--- src/rtl/core/msl_pkg.sv ---
// Shared constants, codes and types of the multichannel servo slew limiter.
// No dependencies; imported by msl_cfg, multichannel_servo_slew_limiter and the testbench.
package msl_pkg;

    localparam int CHANNELS      = 6;
    localparam int TICK_RATE_HZ  = 50;
    localparam int FRACTION_BITS = 8;

    // Field widths
    localparam int OP_W      = 2;
    localparam int CH_W      = 4;
    localparam int REQ_W     = 17;
    localparam int KIND_W    = 2;
    localparam int OUT_W     = 13;
    localparam int PULSE_W   = 12;
    localparam int POS_W     = PULSE_W + FRACTION_BITS;
    localparam int IDX_W     = (CHANNELS > 1) ? $clog2(CHANNELS) : 1;
    localparam int DATA_W    = 32;
    localparam int ADDR_W    = 4;
    localparam int REG_IDX_W = 2;

    // Configuration limits and reset values
    localparam int SPEED_MIN     = 50;
    localparam int SPEED_MAX     = 4000;
    localparam int SPEED_RESET   = 1000;
    localparam int FLOOR_RESET   = 500;
    localparam int CEILING_RESET = 2500;

    typedef enum logic [REG_IDX_W-1:0] {
        REG_SLEW_SPEED    = 2'd0,
        REG_PULSE_FLOOR   = 2'd1,
        REG_PULSE_CEILING = 2'd2,
        REG_UNUSED        = 2'd3
    } reg_idx_t;

    typedef enum logic [OP_W-1:0] {
        OP_SET_TARGET = 2'd0,
        OP_SET_ENABLE = 2'd1,
        OP_TICK       = 2'd2,
        OP_QUERY      = 2'd3
    } op_t;

    typedef enum logic [KIND_W-1:0] {
        KIND_DRIVE  = 2'd0,
        KIND_OFF    = 2'd1,
        KIND_REPORT = 2'd2,
        KIND_ACK    = 2'd3
    } kind_t;

    // Settings handed from the register block to the datapath
    typedef struct packed {
        logic [PULSE_W-1:0] slew_speed;
        logic [PULSE_W-1:0] pulse_floor;
        logic [PULSE_W-1:0] pulse_ceiling;
        logic [POS_W-1:0]   step;
    } cfg_t;

endpackage

--- src/rtl/core/msl_cfg.sv ---
// Configuration registers behind the APB-style port, plus the per-tick step
// (slew_speed << FRACTION_BITS) / TICK_RATE_HZ. Depends on msl_pkg.
module msl_cfg (
    input  logic                        aclk,
    input  logic                        aresetn,
    input  logic                        psel,
    input  logic                        penable,
    input  logic                        pwrite,
    input  logic [msl_pkg::ADDR_W-1:0]  paddr,
    input  logic [msl_pkg::DATA_W-1:0]  pwdata,
    output logic [msl_pkg::DATA_W-1:0]  prdata,
    output logic                        pready,
    output msl_pkg::cfg_t               cfg
);
    import msl_pkg::*;

    localparam longint unsigned RECIP_L = (64'd1 << POS_W) / TICK_RATE_HZ;
    localparam logic [POS_W:0] RECIP    = (POS_W + 1)'(RECIP_L);
    localparam longint unsigned STEP_L  =
        (longint'(SPEED_RESET) << FRACTION_BITS) / TICK_RATE_HZ;
    localparam logic [POS_W-1:0] STEP_RESET = POS_W'(STEP_L);
    localparam logic [POS_W-1:0] TICK_C     = POS_W'(TICK_RATE_HZ);

    logic [PULSE_W-1:0] speed_reg, speed_next;
    logic [PULSE_W-1:0] floor_reg, ceiling_reg;
    logic [POS_W-1:0]   est_reg, est_next;
    logic [POS_W-1:0]   step_reg, step_next;
    logic               wr_en;
    reg_idx_t           wr_idx;
    logic [PULSE_W-1:0] wr_val;
    logic [POS_W-1:0]   x_new, x_cur, rem;
    logic [2*POS_W:0]   prod;

    assign pready = 1'b1;
    assign wr_en  = psel && penable && pwrite;
    assign wr_idx = reg_idx_t'(paddr[ADDR_W-1:2]);
    assign wr_val = pwdata[PULSE_W-1:0];

    // Saturate the speed and take a reciprocal estimate, low by at most one
    always_comb begin
        if (wr_val < PULSE_W'(SPEED_MIN)) begin
            speed_next = PULSE_W'(SPEED_MIN);
        end else if (wr_val > PULSE_W'(SPEED_MAX)) begin
            speed_next = PULSE_W'(SPEED_MAX);
        end else begin
            speed_next = wr_val;
        end
        x_new    = POS_W'(speed_next) << FRACTION_BITS;
        prod     = (2 * POS_W + 1)'(x_new) * (2 * POS_W + 1)'(RECIP);
        est_next = prod[2*POS_W-1:POS_W];
    end

    // Correct the estimate against the stored speed
    always_comb begin
        x_cur = POS_W'(speed_reg) << FRACTION_BITS;
        rem   = x_cur - POS_W'(est_reg * TICK_C);
        if (rem >= TICK_C) begin
            step_next = est_reg + POS_W'(1);
        end else begin
            step_next = est_reg;
        end
    end

    always_ff @(posedge aclk) begin
        if (!aresetn) begin
            speed_reg   <= PULSE_W'(SPEED_RESET);
            floor_reg   <= PULSE_W'(FLOOR_RESET);
            ceiling_reg <= PULSE_W'(CEILING_RESET);
            est_reg     <= STEP_RESET;
            step_reg    <= STEP_RESET;
        end else begin
            step_reg <= step_next;
            if (wr_en) begin
                case (wr_idx)
                    REG_SLEW_SPEED: begin
                        speed_reg <= speed_next;
                        est_reg   <= est_next;
                    end
                    REG_PULSE_FLOOR:   floor_reg   <= wr_val;
                    REG_PULSE_CEILING: ceiling_reg <= wr_val;
                    default: ;
                endcase
            end
        end
    end

    always_comb begin
        case (wr_idx)
            REG_SLEW_SPEED:    prdata = DATA_W'(speed_reg);
            REG_PULSE_FLOOR:   prdata = DATA_W'(floor_reg);
            REG_PULSE_CEILING: prdata = DATA_W'(ceiling_reg);
            default:           prdata = '0;
        endcase
    end

    assign cfg.slew_speed    = speed_reg;
    assign cfg.pulse_floor   = floor_reg;
    assign cfg.pulse_ceiling = ceiling_reg;
    assign cfg.step          = step_reg;

endmodule

--- src/rtl/core/multichannel_servo_slew_limiter.sv ---
// Top level of the multichannel servo slew limiter: sequencer, position and
// target memories, result register. Depends on msl_pkg and msl_cfg.
//
//  Channel   Direction  Handshake            Payload
//  s_        in         s_valid / s_ready    s_op, s_channel, s_pulse_request,
//                                            s_enable_value
//  m_        out        m_valid / m_ready    m_kind, m_out_channel, m_pulse_us,
//                                            m_last
//  APB       in/out     psel/penable/pready  paddr, pwrite, pwdata, prdata
//
// A tick walks the channels one per cycle, while the result channel is free,
// through the single read port of the position memory, and stops after the
// last attached channel; it returns at once when outputs are off or no channel
// is attached.
// Reset clears control state and the attached bits and reloads the configuration
// registers; the memories need no clearing pass, since an entry is only used once attached.
// A stalled result holds the sequencer; a waiting result does not block the
// next transaction from being accepted.
module multichannel_servo_slew_limiter (
    input  logic                               aclk,
    input  logic                               aresetn,
    // input channel
    input  logic                               s_valid,
    output logic                               s_ready,
    input  logic [msl_pkg::OP_W-1:0]           s_op,
    input  logic [msl_pkg::CH_W-1:0]           s_channel,
    input  logic signed [msl_pkg::REQ_W-1:0]   s_pulse_request,
    input  logic                               s_enable_value,
    // result channel
    output logic                               m_valid,
    input  logic                               m_ready,
    output logic [msl_pkg::KIND_W-1:0]         m_kind,
    output logic [msl_pkg::CH_W-1:0]           m_out_channel,
    output logic signed [msl_pkg::OUT_W-1:0]   m_pulse_us,
    output logic                               m_last,
    // configuration port
    input  logic                               psel,
    input  logic                               penable,
    input  logic                               pwrite,
    input  logic [msl_pkg::ADDR_W-1:0]         paddr,
    input  logic [msl_pkg::DATA_W-1:0]         pwdata,
    output logic [msl_pkg::DATA_W-1:0]         prdata,
    output logic                               pready
);
    import msl_pkg::*;

    typedef enum logic [1:0] {
        ST_IDLE,
        ST_ACK,
        ST_OFF,
        ST_SCAN
    } state_t;

    localparam logic [IDX_W-1:0] LAST_IDX  = IDX_W'(CHANNELS - 1);
    localparam logic [CH_W:0]    CH_LIMIT  = (CH_W + 1)'(CHANNELS);

    cfg_t cfg;

    msl_cfg u_cfg (
        .aclk    (aclk),
        .aresetn (aresetn),
        .psel    (psel),
        .penable (penable),
        .pwrite  (pwrite),
        .paddr   (paddr),
        .pwdata  (pwdata),
        .prdata  (prdata),
        .pready  (pready),
        .cfg     (cfg)
    );

    // Control and result registers
    state_t                  state_reg, state_next;
    op_t                     op_reg, op_next;
    logic [CH_W-1:0]         ch_reg, ch_next;
    logic signed [REQ_W-1:0] req_reg, req_next;
    logic [IDX_W-1:0]        idx_reg, idx_next;
    logic [CHANNELS-1:0]     attached_reg, attached_next;
    logic                    outputs_on_reg, outputs_on_next;
    logic                    m_valid_reg, m_valid_next;
    kind_t                   m_kind_reg, m_kind_next;
    logic [CH_W-1:0]         m_ch_reg, m_ch_next;
    logic signed [OUT_W-1:0] m_pulse_reg, m_pulse_next;
    logic                    m_last_reg, m_last_next;

    // State memories: one write and one read port each, registered read data
    logic [POS_W-1:0]   pos_mem [CHANNELS];
    logic [PULSE_W-1:0] tgt_mem [CHANNELS];
    logic [POS_W-1:0]   pos_q;
    logic [PULSE_W-1:0] tgt_q;
    logic               rd_en;
    logic [IDX_W-1:0]   rd_addr;
    logic               pos_we, tgt_we;
    logic [IDX_W-1:0]   wr_addr;
    logic [POS_W-1:0]   pos_wdata;

    // Datapath
    logic               accept, out_free;
    logic [PULSE_W-1:0] clamped;
    logic               ch_in_range;
    logic [POS_W-1:0]   tf, up_gap, dn_gap, pos_new;
    logic               cur_att, higher_att, emit_now, advance, scan_done;
    logic               is_tick;

    assign accept   = s_valid && s_ready;
    assign out_free = !m_valid_reg || m_ready;
    assign s_ready  = (state_reg == ST_IDLE);

    // Clamp: floor first, then ceiling
    always_comb begin
        if (req_reg < $signed({{(REQ_W - PULSE_W){1'b0}}, cfg.pulse_floor})) begin
            clamped = cfg.pulse_floor;
        end else if (req_reg > $signed({{(REQ_W - PULSE_W){1'b0}}, cfg.pulse_ceiling})) begin
            clamped = cfg.pulse_ceiling;
        end else begin
            clamped = req_reg[PULSE_W-1:0];
        end
    end

    assign ch_in_range = {1'b0, ch_reg} < CH_LIMIT;

    // Move one step toward the target, never past it
    always_comb begin
        tf     = POS_W'(tgt_q) << FRACTION_BITS;
        up_gap = tf - pos_q;
        dn_gap = pos_q - tf;
        if (tf > pos_q) begin
            pos_new = (up_gap > cfg.step) ? pos_q + cfg.step : tf;
        end else if (pos_q > tf) begin
            pos_new = (dn_gap > cfg.step) ? pos_q - cfg.step : tf;
        end else begin
            pos_new = pos_q;
        end
    end

    // Any attached channel above the current one
    always_comb begin
        higher_att = 1'b0;
        for (int i = 0; i < CHANNELS; i++) begin
            if (i > int'(idx_reg) && attached_reg[i]) begin
                higher_att = 1'b1;
            end
        end
    end

    assign is_tick   = (op_reg == OP_TICK);
    assign cur_att   = attached_reg[idx_reg];
    assign emit_now  = is_tick ? cur_att : 1'b1;
    assign advance   = (state_reg == ST_SCAN) && (!emit_now || out_free);
    assign scan_done = is_tick ? ((cur_att && !higher_att) || idx_reg == LAST_IDX)
                               : (idx_reg == LAST_IDX);

    // Start reads at channel zero on acceptance, then walk with the index
    assign rd_en   = (accept && (s_op == OP_TICK || s_op == OP_QUERY))
                  || (advance && !scan_done);
    assign rd_addr = accept ? '0 : idx_reg + IDX_W'(1);

    always_comb begin
        state_next      = state_reg;
        op_next         = op_reg;
        ch_next         = ch_reg;
        req_next        = req_reg;
        idx_next        = idx_reg;
        attached_next   = attached_reg;
        outputs_on_next = outputs_on_reg;
        m_valid_next    = m_valid_reg && !m_ready;
        m_kind_next     = m_kind_reg;
        m_ch_next       = m_ch_reg;
        m_pulse_next    = m_pulse_reg;
        m_last_next     = m_last_reg;
        pos_we          = 1'b0;
        tgt_we          = 1'b0;
        wr_addr         = idx_reg;
        pos_wdata       = pos_new;

        case (state_reg)
            ST_IDLE: begin
                if (accept) begin
                    op_next  = op_t'(s_op);
                    ch_next  = s_channel;
                    req_next = s_pulse_request;
                    idx_next = '0;
                    case (op_t'(s_op))
                        OP_SET_TARGET: state_next = ST_ACK;
                        OP_SET_ENABLE: begin
                            outputs_on_next = s_enable_value;
                            if (s_enable_value) begin
                                state_next = ST_ACK;
                            end else begin
                                // Go limp: detach everything, report each channel off
                                attached_next = '0;
                                state_next    = ST_OFF;
                            end
                        end
                        OP_TICK: begin
                            if (outputs_on_reg && (|attached_reg)) begin
                                state_next = ST_SCAN;
                            end
                        end
                        default: state_next = ST_SCAN;
                    endcase
                end
            end

            ST_ACK: begin
                if (out_free) begin
                    m_valid_next = 1'b1;
                    m_kind_next  = KIND_ACK;
                    m_last_next  = 1'b1;
                    state_next   = ST_IDLE;
                    if (op_reg == OP_SET_TARGET) begin
                        m_ch_next    = ch_reg;
                        m_pulse_next = OUT_W'(clamped);
                        wr_addr      = ch_reg[IDX_W-1:0];
                        pos_wdata    = POS_W'(clamped) << FRACTION_BITS;
                        if (ch_in_range) begin
                            tgt_we = 1'b1;
                            // First target snaps the position and attaches
                            if (!attached_reg[ch_reg[IDX_W-1:0]]) begin
                                pos_we = 1'b1;
                                attached_next[ch_reg[IDX_W-1:0]] = 1'b1;
                            end
                        end
                    end else begin
                        m_ch_next    = '0;
                        m_pulse_next = OUT_W'(1);
                    end
                end
            end

            ST_OFF: begin
                if (out_free) begin
                    m_valid_next = 1'b1;
                    m_kind_next  = KIND_OFF;
                    m_ch_next    = CH_W'(idx_reg);
                    m_pulse_next = '0;
                    m_last_next  = (idx_reg == LAST_IDX);
                    if (idx_reg == LAST_IDX) begin
                        state_next = ST_IDLE;
                    end else begin
                        idx_next = idx_reg + IDX_W'(1);
                    end
                end
            end

            ST_SCAN: begin
                if (advance) begin
                    if (emit_now) begin
                        m_valid_next = 1'b1;
                        m_ch_next    = CH_W'(idx_reg);
                        m_last_next  = scan_done;
                        if (is_tick) begin
                            m_kind_next  = KIND_DRIVE;
                            m_pulse_next = OUT_W'(pos_new >> FRACTION_BITS);
                            pos_we       = 1'b1;
                        end else begin
                            m_kind_next  = KIND_REPORT;
                            m_pulse_next = cur_att ? OUT_W'(pos_q >> FRACTION_BITS) : '1;
                        end
                    end
                    if (scan_done) begin
                        state_next = ST_IDLE;
                    end else begin
                        idx_next = idx_reg + IDX_W'(1);
                    end
                end
            end

            default: state_next = ST_IDLE;
        endcase
    end

    always_ff @(posedge aclk) begin
        if (!aresetn) begin
            state_reg      <= ST_IDLE;
            idx_reg        <= '0;
            attached_reg   <= '0;
            outputs_on_reg <= 1'b1;
            m_valid_reg    <= 1'b0;
        end else begin
            state_reg      <= state_next;
            idx_reg        <= idx_next;
            attached_reg   <= attached_next;
            outputs_on_reg <= outputs_on_next;
            m_valid_reg    <= m_valid_next;
        end
        op_reg      <= op_next;
        ch_reg      <= ch_next;
        req_reg     <= req_next;
        m_kind_reg  <= m_kind_next;
        m_ch_reg    <= m_ch_next;
        m_pulse_reg <= m_pulse_next;
        m_last_reg  <= m_last_next;
    end

    always_ff @(posedge aclk) begin
        if (pos_we) begin
            pos_mem[wr_addr] <= pos_wdata;
        end
        if (tgt_we) begin
            tgt_mem[wr_addr] <= clamped;
        end
        if (rd_en) begin
            pos_q <= pos_mem[rd_addr];
            tgt_q <= tgt_mem[rd_addr];
        end
    end

    assign m_valid       = m_valid_reg;
    assign m_kind        = m_kind_reg;
    assign m_out_channel = m_ch_reg;
    assign m_pulse_us    = m_pulse_reg;
    assign m_last        = m_last_reg;

    // A disable detaches every channel and turns outputs off on the next edge
    a_disable_detaches: assert property (@(posedge aclk) disable iff (!aresetn)
        (accept && s_op == OP_SET_ENABLE && !s_enable_value)
        |=> (attached_reg == '0 && !outputs_on_reg))
        else $error("disable did not detach all channels");

    // Memories are written only while a transaction is being worked on
    a_no_idle_write: assert property (@(posedge aclk) disable iff (!aresetn)
        (state_reg == ST_IDLE) |-> (!pos_we && !tgt_we))
        else $error("state memory written while idle");

    // A tick only moves channels that are attached
    a_tick_attached: assert property (@(posedge aclk) disable iff (!aresetn)
        (pos_we && state_reg == ST_SCAN) |-> attached_reg[idx_reg])
        else $error("tick wrote an unattached channel");

endmodule

--- config.mk ---
export PLATFORM = sky130hd
export DESIGN_NAME = multichannel_servo_slew_limiter
export DESIGN_NICKNAME = d
export VERILOG_FILES = /design/src/rtl/core/msl_pkg.sv /design/src/rtl/core/msl_cfg.sv /design/src/rtl/core/multichannel_servo_slew_limiter.sv
export SDC_FILE = /design/constraint.sdc
export NUM_CORES = 1
export LEC_CHECK = 0
export BUFFER_PORTS_ARGS = -buffer_cell sky130_fd_sc_hd__buf_2
export CORE_ASPECT_RATIO = 1.25
export CORE_UTILIZATION = 55
export DETAILED_ROUTE_END_ITERATION = 16
export HOLD_SLACK_MARGIN = 0.08
export PLACE_DENSITY = 0.73
export SYNTH_ARGS = -nofsm -noshare
export SYNTH_HDL_FRONTEND = slang
export SYNTH_SLANG_ARGS = --single-unit
--- constraint.sdc ---
create_clock -name aclk -period 22 [get_ports aclk]
set_input_delay 5.5 -clock aclk [delete_from_list [all_inputs] [get_ports aclk]]
set_output_delay 5.5 -clock aclk [all_outputs]
set_load 0.01 [all_outputs]
* Word level (Yosys, flattened, before mapping)
Memories as Yosys holds them, arrays and structs flattened. A register that Yosys moved wholly into a read port is not among the register bits. Cells that the tools add are included.
Operators by class: add/sub/neg operators 7, $mul 2, $lt $le $gt $ge 18, equality and inequality tests 25, muxes and demuxes 99, bitwise gates (word level) 1, reductions and logical operators 44
Operator list (number):
- 20-bit two-way mux | 7
- 13-bit two-way mux | 6
- 12-bit two-way mux | 5
- 20-bit subtractor | 3
- 6-bit two-way mux | 7
- 20-bit by 16-bit greater-than comparator with 1-bit output | 2
- 20-bit greater-than comparator | 2
- 13-bit case mux with 3 select lines | 1
- 12-bit case mux with 3 select lines | 1
- 1-bit two-way mux | 32
- 12-bit by 15-bit multiplier with 27-bit output, second input constant | 1
- 3-bit two-way mux | 9
- 2-bit two-way mux | 13
- 2-bit != test, second input constant | 12
- 20-bit by 16-bit adder with 20-bit output | 1
- 20-bit by 6-bit greater-or-equal comparator with 1-bit output, second input constant | 1
- 4-bit two-way mux | 5
- 20-bit by 16-bit subtractor with 20-bit output | 1
- 15-bit by 5-bit multiplier with 19-bit output, second input constant | 1
- 17-bit by 13-bit greater-than comparator with 1-bit output | 1
- 17-bit by 13-bit < comparator with 1-bit output | 1
- 15-bit by 1-bit adder with 16-bit output, second input constant | 1
- 1-bit logical AND | 15
- 15-bit two-way mux | 1
- 37 further kinds | 67
Storage, ports and cells: register bits 123, RAM bits 192, input port bits 67, output and inout bits 55, logic and storage cells 216, memories kept 2
Memory list:
- pos_mem | words 6, width 20, rd ports 1, clocked after memory_dff 1, write ports 1, line multichannel_servo_slew_limiter.sv:87 | logic [POS_W-1:0] pos_mem [CHANNELS];
- tgt_mem | words 6, width 12, rd ports 1, clocked after memory_dff 1, write ports 1, line multichannel_servo_slew_limiter.sv:88 | logic [PULSE_W-1:0] tgt_mem [CHANNELS];

* Longest topological paths before layout
Gate-level depths: netlist (run 1).
depth in word-level cells 14, depth in mapped cells 27, depth with buffers taken out 26

* Modules after synthesis
Synthesis (run 1) repeated with hierarchy kept, for this count alone.
Second synthesis, totals: cells, all modules 2616, area total of the unflattened synthesis 25174.1 sq um
By module, submodules not included:
- multichannel_servo_slew_limiter | times used 1, cells an instance 1638, area each 16892.5 sq um, seq. area each 8277.9 sq um
- msl_cfg | times used 1, cells an instance 978, area each 8281.7 sq um, seq. area each 1341.3 sq um

* Least setup slack after synthesis (run 1)
Ideal clock, no wire load.
path kind input-to-output, start input paddr[2] in the netlist's numbering, end output prdata[10] in the netlist's numbering, arrival 6.663 ns, data required time 16.500 ns, path slack 9.837 ns, stages 4, path buffers 2, cell sequence clkbuf_1 -> clkbuf_1 -> mux2i_1 -> o21ai_0
On the way: cells in the longest elaborated chain, start to end 2, elaborated cells on any way between the ends 4, those cells by class eq/ne (2); mux (1); reduce/logical (1)
RTL lines:
- start, declared | line multichannel_servo_slew_limiter.sv:40 | input logic [msl_pkg::ADDR_W-1:0] paddr,
- 2-bit equality test, or another cell as far along | line msl_cfg.sv:88 | case (wr_idx)
- 12-bit case mux with 3 select lines (*) | line msl_cfg.sv:88
- end, declared | line multichannel_servo_slew_limiter.sv:42 | output logic [msl_pkg::DATA_W-1:0] prdata,
Every way passes the cells marked *; elsewhere a longest branch is shown, timed or not.

* Worst setup path in the final report (run 1)
start input paddr[2] in the netlist's numbering, end output prdata[9] in the netlist's numbering
The elaborated chain is that of the path after synthesis.

==> qor.txt, run 1 <==
Clock Tree Root: clkbuf_16
Overall routing resource usage: 28.4%
Setup Crit Path Kind: in -> out
Lkg Pwr: 11.3 nW
Worst path bufs/invs: 2
Syn avg cell area: 9.74 um2
Antenna Nets Post-Route: 0
I/O pin cnt: 122
Row count: 86
Largest net degree at the start of global routing: 82
Setup Skew: 25.7 ps
DIE HEIGHT: 238 um
Async set-reset flop share out of synthesis: 0%
CP dominant cell by count: buf_2
Die area: 0.0455 mm2
CP max FO: 18
VDD IR max: 0.0000833 V
First-pass DRT Iterations: 7
TritonCTS Sinks: 347
Initial detailed-routing violation count: 1427
Vias in the first global route: 18.5k
Setup violators final: 0
Reg area: 0.00962 mm2
Total power draw: 3.23 mW
Setup bufs post-CTS: 0
Synth Area in Adders: 18.2%
Fill count: 3697
Total negative slack: 0 ps
Clock Path Buffers: 3
Port Buffer Count: 78
Area delta synth->final: 8.48%
Placed cell count: 3088
DR vias/cell: 5.99
Tightest Hold Check Type: reg -> reg
Mapped Cells: 2521
Largest regs: pos_mem (120), tgt_mem (72), pos_q (20)
CTS buffer count: 37
Pwr/cell area: 121 mW/mm2
Final setup margin: 9460 ps
CTS tree: done
Max FFs per register: 120
Hold-fix buffer count after cts: 0
Total Wirelength: 63700 um
Synth top area cells: edfxtp_1 33%, ha_1 13%, dfxtp_1 6.5%
Synth Area in Compound Gates: 15.1%
Final std cells w/o fill: 3157
Area of placed instances: 0.0254 mm2
Ys flop type: edfxtp_1
Clock Latency Late Sink: 560 ps
Final net count: 2940
XOR/XNOR share of the synthesized area: 3.39%
RD Place Congestion: 0.995
Most common cell after layout, fill and taps aside: nand2_1
Cell area after layout: 0.0266 mm2
Slew headroom: 3.29%
Total vias in the final route: 18.9k
Area fraction of the dominant cell type after synthesis: 32.7%
Overflow after GRT: 0
Setup crit end kind: output port
Sequential share of the synthesized area: 39.2%
Mux cell area share after synthesis: 3.63%
Largest stage delay, worst path: 820 ps
Multi-input gate area: 0.0134 mm2
Mapped Area: 0.0245 mm2
Max Fclk: 0.0798 GHz
Synth area leader: edfxtp_1
Period Utilization, post-route: 57.0%
RSZ-0062 raised after global routing: no
Drt wl/cell: 20.2 um
Antenna violations before repair: 2
Critical-path cell list: buf_2, nor2b_1, nand2_1, o21ai_0, buf_2
Pre-CTS setup slack: 9510 ps
Gates resized, CTS repair: 0
Synth warn: 0
Largest family of logic cells by synthesized area: adder cells
EDFF count, synth: 267
Worst EP arrival: 7040 ps
Final Hold Fails: 0
CP startpoint kind: input port
Core area: 0.0440 mm2
CP delay by family, top: simple AND/OR/NAND/NOR gates
Initial Util: 55.8%
Final worst path period need: 12540 ps
Count of unique library cells instantiated by Yosys: 89
CP required: 16500 ps
Simple-Gate Fraction of Synth Area: 13.8%
First-pass GRT wire length: 101000 um
Flop and latch count out of synthesis: 347
Layout cells sized above 1: 9.02%
Final Max Slew Viols: 0
Biggest register: pos_mem
# DRC: 0
MaxCap Viol Count: 0
Most frequent cells in the layout: 280 x nand2_1, 267 x edfxtp_1, 261 x inv_1
Worst-Margin Slew: 1440 ps
Clk pin slew, worst setup/hold paths: 60 ps
Critical-path top delay cell: nor2b_1
Die width: 191 um
Status: complete, no violations
HPWL after DPL: 48600 um
H-tree Lvls: 2
worst paths after layout:
kind,startpoint,end,slack [ps],depth (start not counted)
setup reg to reg,u_cfg.est_reg[0],u_cfg.step_reg[9],14830,23
setup / recovery,paddr[2],prdata[9],9460,5
hold reg to reg,attached_reg[2],attached_reg[2],520,1
hold / removal,attached_reg[2],attached_reg[2],520,1
routing by layer:
| layer | vias up | track usage (%) | share of wire, % |
|---|---|---|---|
| li1 | 8998 | - | - |
| met1 | 9099 | 34.7 | 40 |
| met2 | 670 | 50.7 | 51 |
| met3 | 128 | 3.75 | 5.5 |
| met4 | 2 | 10.5 | 3.5 |
| met5 | - | 0 | 0.013 |
logic make-up (layout without fill, tap and decap cells):
family	after synthesis	count (layout)
xor+xnor	95	95
other cells	2	22
simple gates	711	711
fa+ha+maj	318	318
buf+inv	397	441
compound gates	568	568
mux	83	83
flops	347	347
synth_stat cells, types with 23 or more instances:
master	n
o21ai_0	147
and2_1	26
nor3_1	35
a21oi_1	131
clkbuf_1	94
edfxtp_1	267
a211oi_1	27
dfxtp_1	80
a21boi_0	23
inv_1	261
nand3_1	66
o211ai_1	28
mux2i_1	53
nand2b_1	32
nor2_1	134
nand2_1	281
nor2b_1	34
fa_1	65
mux2_2	28
ha_1	253
xor2_1	27
a31oi_1	35
xnor2_1	68
o221ai_1	24
area by class of cell:
cell class              count  area share [%]
diodes                      1         0.00940
clock buffers              49            3.84
clock inverters            19           0.804
inverters                 261            3.68
multi-input cells        1796            50.4
flip-flops and latches    347            36.1
well taps                 572            2.69
repair buffers            112            2.42
stage by stage:
stage                     hold slack, ps  util (%)
final                                522      60.5
after global routing                 556      60.5
after CTS                            521      60.5
after detailed placement             506      57.7
after global placement               494      57.7
after floorplan                      460         -
report_power, final:
group / switching [mW] / internal, mW
logic: 1.01 / 0.631
clock network: 0.267 / 0.368
registers: 0.0772 / 0.875
Power figures use the tool's default switching activity.
==> run 2, diff against run 1 <==
- PLACE_DENSITY: 0.73 -> 0.76
- clock period: 22 -> 11.38 ns (I/O delays scaled with it)
==> qor.txt, run 2 (synthesis results as in run 1) <==
Hold Slack: 526 ps
P_int: 3.58 mW
DIE HEIGHT: 238 um
Die area: 0.0455 mm2
Total Wirelength: 63700 um
Clk pin slew, worst setup/hold paths: 60 ps
Pre-CTS setup slack: 2100 ps
Initial detailed-routing violation count: 1321
Final Hold Fails: 0
First-pass GRT wire length: 101000 um
RD Place Congestion: 1.05
Lkg Pwr: 11.2 nW
Final Max Slew Viols: 0
Initial Util: 55.8%
Worst-Margin Slew: 1170 ps
Largest net degree at the start of global routing: 82
Largest stage delay, worst path: 560 ps
# DRC: 0
Comb power frac: 51.5%
RSZ-0062 raised after global routing: no
CP max FO: 8
Net switching power: 2.60 mW
HPWL after DPL: 48400 um
Largest regs: pos_mem (120), tgt_mem (72), pos_q (20)
Area delta synth->final: 8.20%
I/O pin cnt: 122
CP required: 11820 ps
Reg area: 0.00962 mm2
MaxCap Viol Count: 0
TritonCTS Sinks: 347
Hold Crit Depth: 2
Antenna violations before repair: 4
Gates resized, CTS repair: 0
Most common cell after layout, fill and taps aside: nand2_1
Total negative slack: 0 ps
Setup Skew: 29.2 ps
Core area: 0.0440 mm2
VDD IR max: 0.000141 V
Final net count: 2940
Status: complete, no violations
Die width: 191 um
CP dominant cell by count: inv_1
CTS tree: done
Clock Latency Late Sink: 560 ps
Switching Fraction: 42.1%
Setup bufs post-CTS: 0
Row count: 86
DR vias/cell: 6.05
Multi-input gate area: 0.0134 mm2
Critical-path top delay cell: fa_1
CP startpoint kind: input port
Clock Tree Root: clkbuf_16
Overall routing resource usage: 28.4%
H-tree Lvls: 2
Biggest register: pos_mem
Sequential Power Share: 29.5%
Setup violators final: 0
Final setup margin: 2600 ps
R2R cell count: 23
Port Buffer Count: 78
Pwr/cell area: 233 mW/mm2
Final worst path period need: 8780 ps
Layout cells sized above 1: 8.95%
Fill count: 3534
Setup Crit Path Kind: in -> reg
Vias in the first global route: 19.0k
Antenna Nets Post-Route: 0
Setup crit end kind: flip-flop
Period Utilization, post-route: 77.2%
Max Fclk: 0.114 GHz
Worst EP arrival: 9220 ps
Most frequent cells in the layout: 280 x nand2_1, 267 x edfxtp_1, 261 x inv_1
Max FFs per register: 120
Clk pwr share: 19.0%
Slew headroom: 21.1%
Overflow after GRT: 0
Tightest Hold Check Type: reg -> reg
Total vias in the final route: 19.1k
CTS buffer count: 36
Hold-fix buffer count after cts: 0
Clock Path Buffers: 3
First-pass DRT Iterations: 5
Drt wl/cell: 20.2 um
## run 2: per-stage QoR
step | util [%] | total power, mW | cell area [um2] | cells
floorplan | - | 4.14 | 24600 | 2540
global placement | 57.7 | 4.86 | 25400 | 3089
detailed placement | 57.7 | 4.97 | 25400 | 3089
CTS | 60.3 | 6.15 | 26600 | 3153
global route | 60.3 | 6.61 | 26600 | 3153
finish | 60.3 | 6.18 | 26600 | 3155
## run 2: layer usage
layer / global-route usage, % / wire length, um / up-vias
li1: - / - / 8987
met3: 3.66 / 3480 / 140
met5: 0 / 41 / -
met4: 12.3 / 2510 / 6
met1: 34.6 / 25300 / 9256
met2: 50.1 / 32300 / 683
## run 2: final timing paths
path	slack [ps]	endpoint	startpoint
setup / recovery	2600	u_cfg.est_reg[14]	pwdata[7]
hold / removal	530	u_cfg.ceiling_reg[3]	u_cfg.ceiling_reg[3]
setup reg to reg	4320	u_cfg.step_reg[9]	u_cfg.est_reg[2]
hold reg to reg	530	u_cfg.ceiling_reg[3]	u_cfg.ceiling_reg[3]
## run 2: worst max-delay path: cells and delay by family
| kind | cells | cell delay (ps) |
|---|---|---|
| fa+ha+maj | 6 | 2640 |
| compound gates | 9 | 1990 |
| simple gates | 3 | 920 |
| buf+inv | 6 | 600 |
| xor+xnor | 1 | 200 |
## run 2: cell type report
cell class | count | share of cell area [%]
Timing Repair Buffer | 113 | 2.46
Sequential cell | 347 | 36.2
Inverter | 261 | 3.69
Clock inverter | 16 | 0.641
Multi-Input combinational cell | 1796 | 50.6
Tap cell | 572 | 2.70
Antenna cell | 2 | 0.0188
Clock buffer | 48 | 3.72
## run 2: power groups by stage
stage          Sequential, mW  Clock, mW  Combinational (mW)
2_1_floorplan            1.80          0                2.34
3_3_place_gp             1.84          0                3.01
3_5_place_dp             1.85          0                3.12
4_1_cts                  1.82       1.19                3.15
5_1_grt                  1.83       1.24                3.54
6_report                 1.82       1.17                3.18
==> run 3, diff against run 2 <==
- clock period: 11.38 -> 7.2 ns (I/O delays scaled with it)
==> qor.txt, run 3 (synthesis results as in run 1) <==
Status: complete, no violations
Clk pin slew, worst setup/hold paths: 60 ps
Final net count: 3000
Initial detailed-routing violation count: 1241
Critical-path top delay cell: fa_1
DIE HEIGHT: 238 um
Final worst path period need: 6980 ps
Max FFs per register: 120
Total negative slack: 0 ps
Antenna violations before repair: 5
RD Place Congestion: 1.01
Setup Crit Path Kind: in -> reg
Core area: 0.0440 mm2
Overflow after GRT: 0
Clock Latency Late Sink: 570 ps
CP dominant cell by count: fa_1
Total vias in the final route: 19.4k
Layout cells sized above 1: 11.3%
Pwr/cell area: 370 mW/mm2
CP max FO: 4
First-pass DRT Iterations: 5
Setup Skew: 24.8 ps
HPWL after DPL: 50300 um
Biggest register: pos_mem
Max Fclk: 0.143 GHz
First-pass GRT wire length: 103000 um
Setup crit end kind: flip-flop
FF-to-FF Start: u_cfg.est_reg[1]
Die width: 191 um
TritonCTS Sinks: 347
DR vias/cell: 6.04
FF-to-FF setup slack: 430 ps
Post-Route Utilization: 61.4%
Clock Tree Root: clkbuf_16
Final Max Slew Viols: 0
CP required: 7650 ps
Drt wl/cell: 20.4 um
Initial Util: 55.8%
Total power draw: 10.0 mW
R2R cell count: 25
CTS buffer count: 36
Port Buffer Count: 78
Worst-Margin Slew: 1220 ps
CTS tree: done
Slew headroom: 18.7%
Tightest Hold Check Type: reg -> reg
Period Utilization, post-route: 96.9%
CP startpoint kind: input port
# diodes: 0
Worst EP arrival: 7420 ps
Die area: 0.0455 mm2
Most frequent cells in the layout: 279 x nand2_1, 267 x edfxtp_1, 261 x inv_1
Vias in the first global route: 19.5k
Setup violators final: 0
Most common cell after layout, fill and taps aside: nand2_1
Setup crit end: u_cfg.est_reg[14]
Largest regs: pos_mem (120), tgt_mem (72), pos_q (20)
Overall routing resource usage: 29.2%
VDD IR max: 0.000251 V
MaxCap Viol Count: 0
Row count: 86
CP delay by family, top: adder cells
Antenna Nets Post-Route: 0
Crit Reg-Reg Endpoint: u_cfg.step_reg[9]
# DRC: 0
Lkg Pwr: 11.5 nW
Final Hold Fails: 0
Levels on crit path: 25
Pre-CTS setup slack: -266 ps
Fill count: 3638
Setup bufs post-CTS: 0
Area delta synth->final: 10.1%
Largest stage delay, worst path: 560 ps
Clock Path Buffers: 3
Largest net degree at the start of global routing: 78
Total Wirelength: 65600 um
CP startpoint: pwdata[1]
I/O pin cnt: 122
Final setup margin: 223 ps
Worst path bufs/invs: 5
H-tree Lvls: 2
## run 3: cell types whose count changed in the layout (fill, tap and decap cells not counted), moves of 2 or more
| cell | change |
|---|---|
| inv_6 | +3 |
| clkinv_1 | +3 |
| clkbuf_1 | -4 |
| clkinv_4 | -3 |
| clkinv_2 | +4 |
| diode_2 | -2 |
| buf_4 | +60 |
## run 3: area by class of cell
type / instances / area (um2) / share of cell area [%]
Timing Repair Buffer: 173 / 1100 / 4.08
Clock inverter: 23 / 215 / 0.796
Clock buffer: 43 / 947 / 3.50
Sequential cell: 347 / 9620 / 35.6
Inverter: 261 / 980 / 3.62
Tap cell: 572 / 716 / 2.65
Multi-Input combinational cell: 1796 / 13500 / 49.8
## run 3: what timing repair did
item / CTS / global route
resized for setup: 0 / 4
hold buffers: 0 / 0
setup endpoints to repair: 0 / 14
endpoints found under the hold margin: 0 / 0
## run 3: worst min path at each step
stage / startpoint / slack, ps / end / cells past startpoint
floorplan: u_cfg.speed_reg[10] / 460 / u_cfg.speed_reg[10] / 2
global placement: attached_reg[2] / 500 / attached_reg[2] / 1
CTS: attached_reg[2] / 510 / attached_reg[2] / 1
finish: attached_reg[2] / 510 / attached_reg[2] / 1
global route: attached_reg[2] / 530 / attached_reg[2] / 1
detailed placement: attached_reg[2] / 500 / attached_reg[2] / 1
## run 3: power breakdown
| part | switching (mW) | internal, mW | total (mW) |
|---|---|---|---|
| Sequential | 0.205 | 2.67 | 2.88 |
| Combinational | 3.17 | 2.10 | 5.28 |
| Clock | 0.813 | 1.03 | 1.85 |
| Total | 4.19 | 5.81 | 10.0 |
## run 3: per-layer routing
layer / share of wire (%) / GRT usage, %
met5: 0.10 / 0
met4: 5.0 / 15.0
met3: 6.6 / 4.69
met2: 51 / 51.8
met1: 38 / 33.5
## run 3: stage by stage
step	hold slack (ps)	instances	area [um2]
detailed placement	496	3149	25900
floorplan	460	2540	24600
finish	509	3215	27000
CTS	508	3215	27000
global route	529	3215	27000
global placement	497	3149	25900
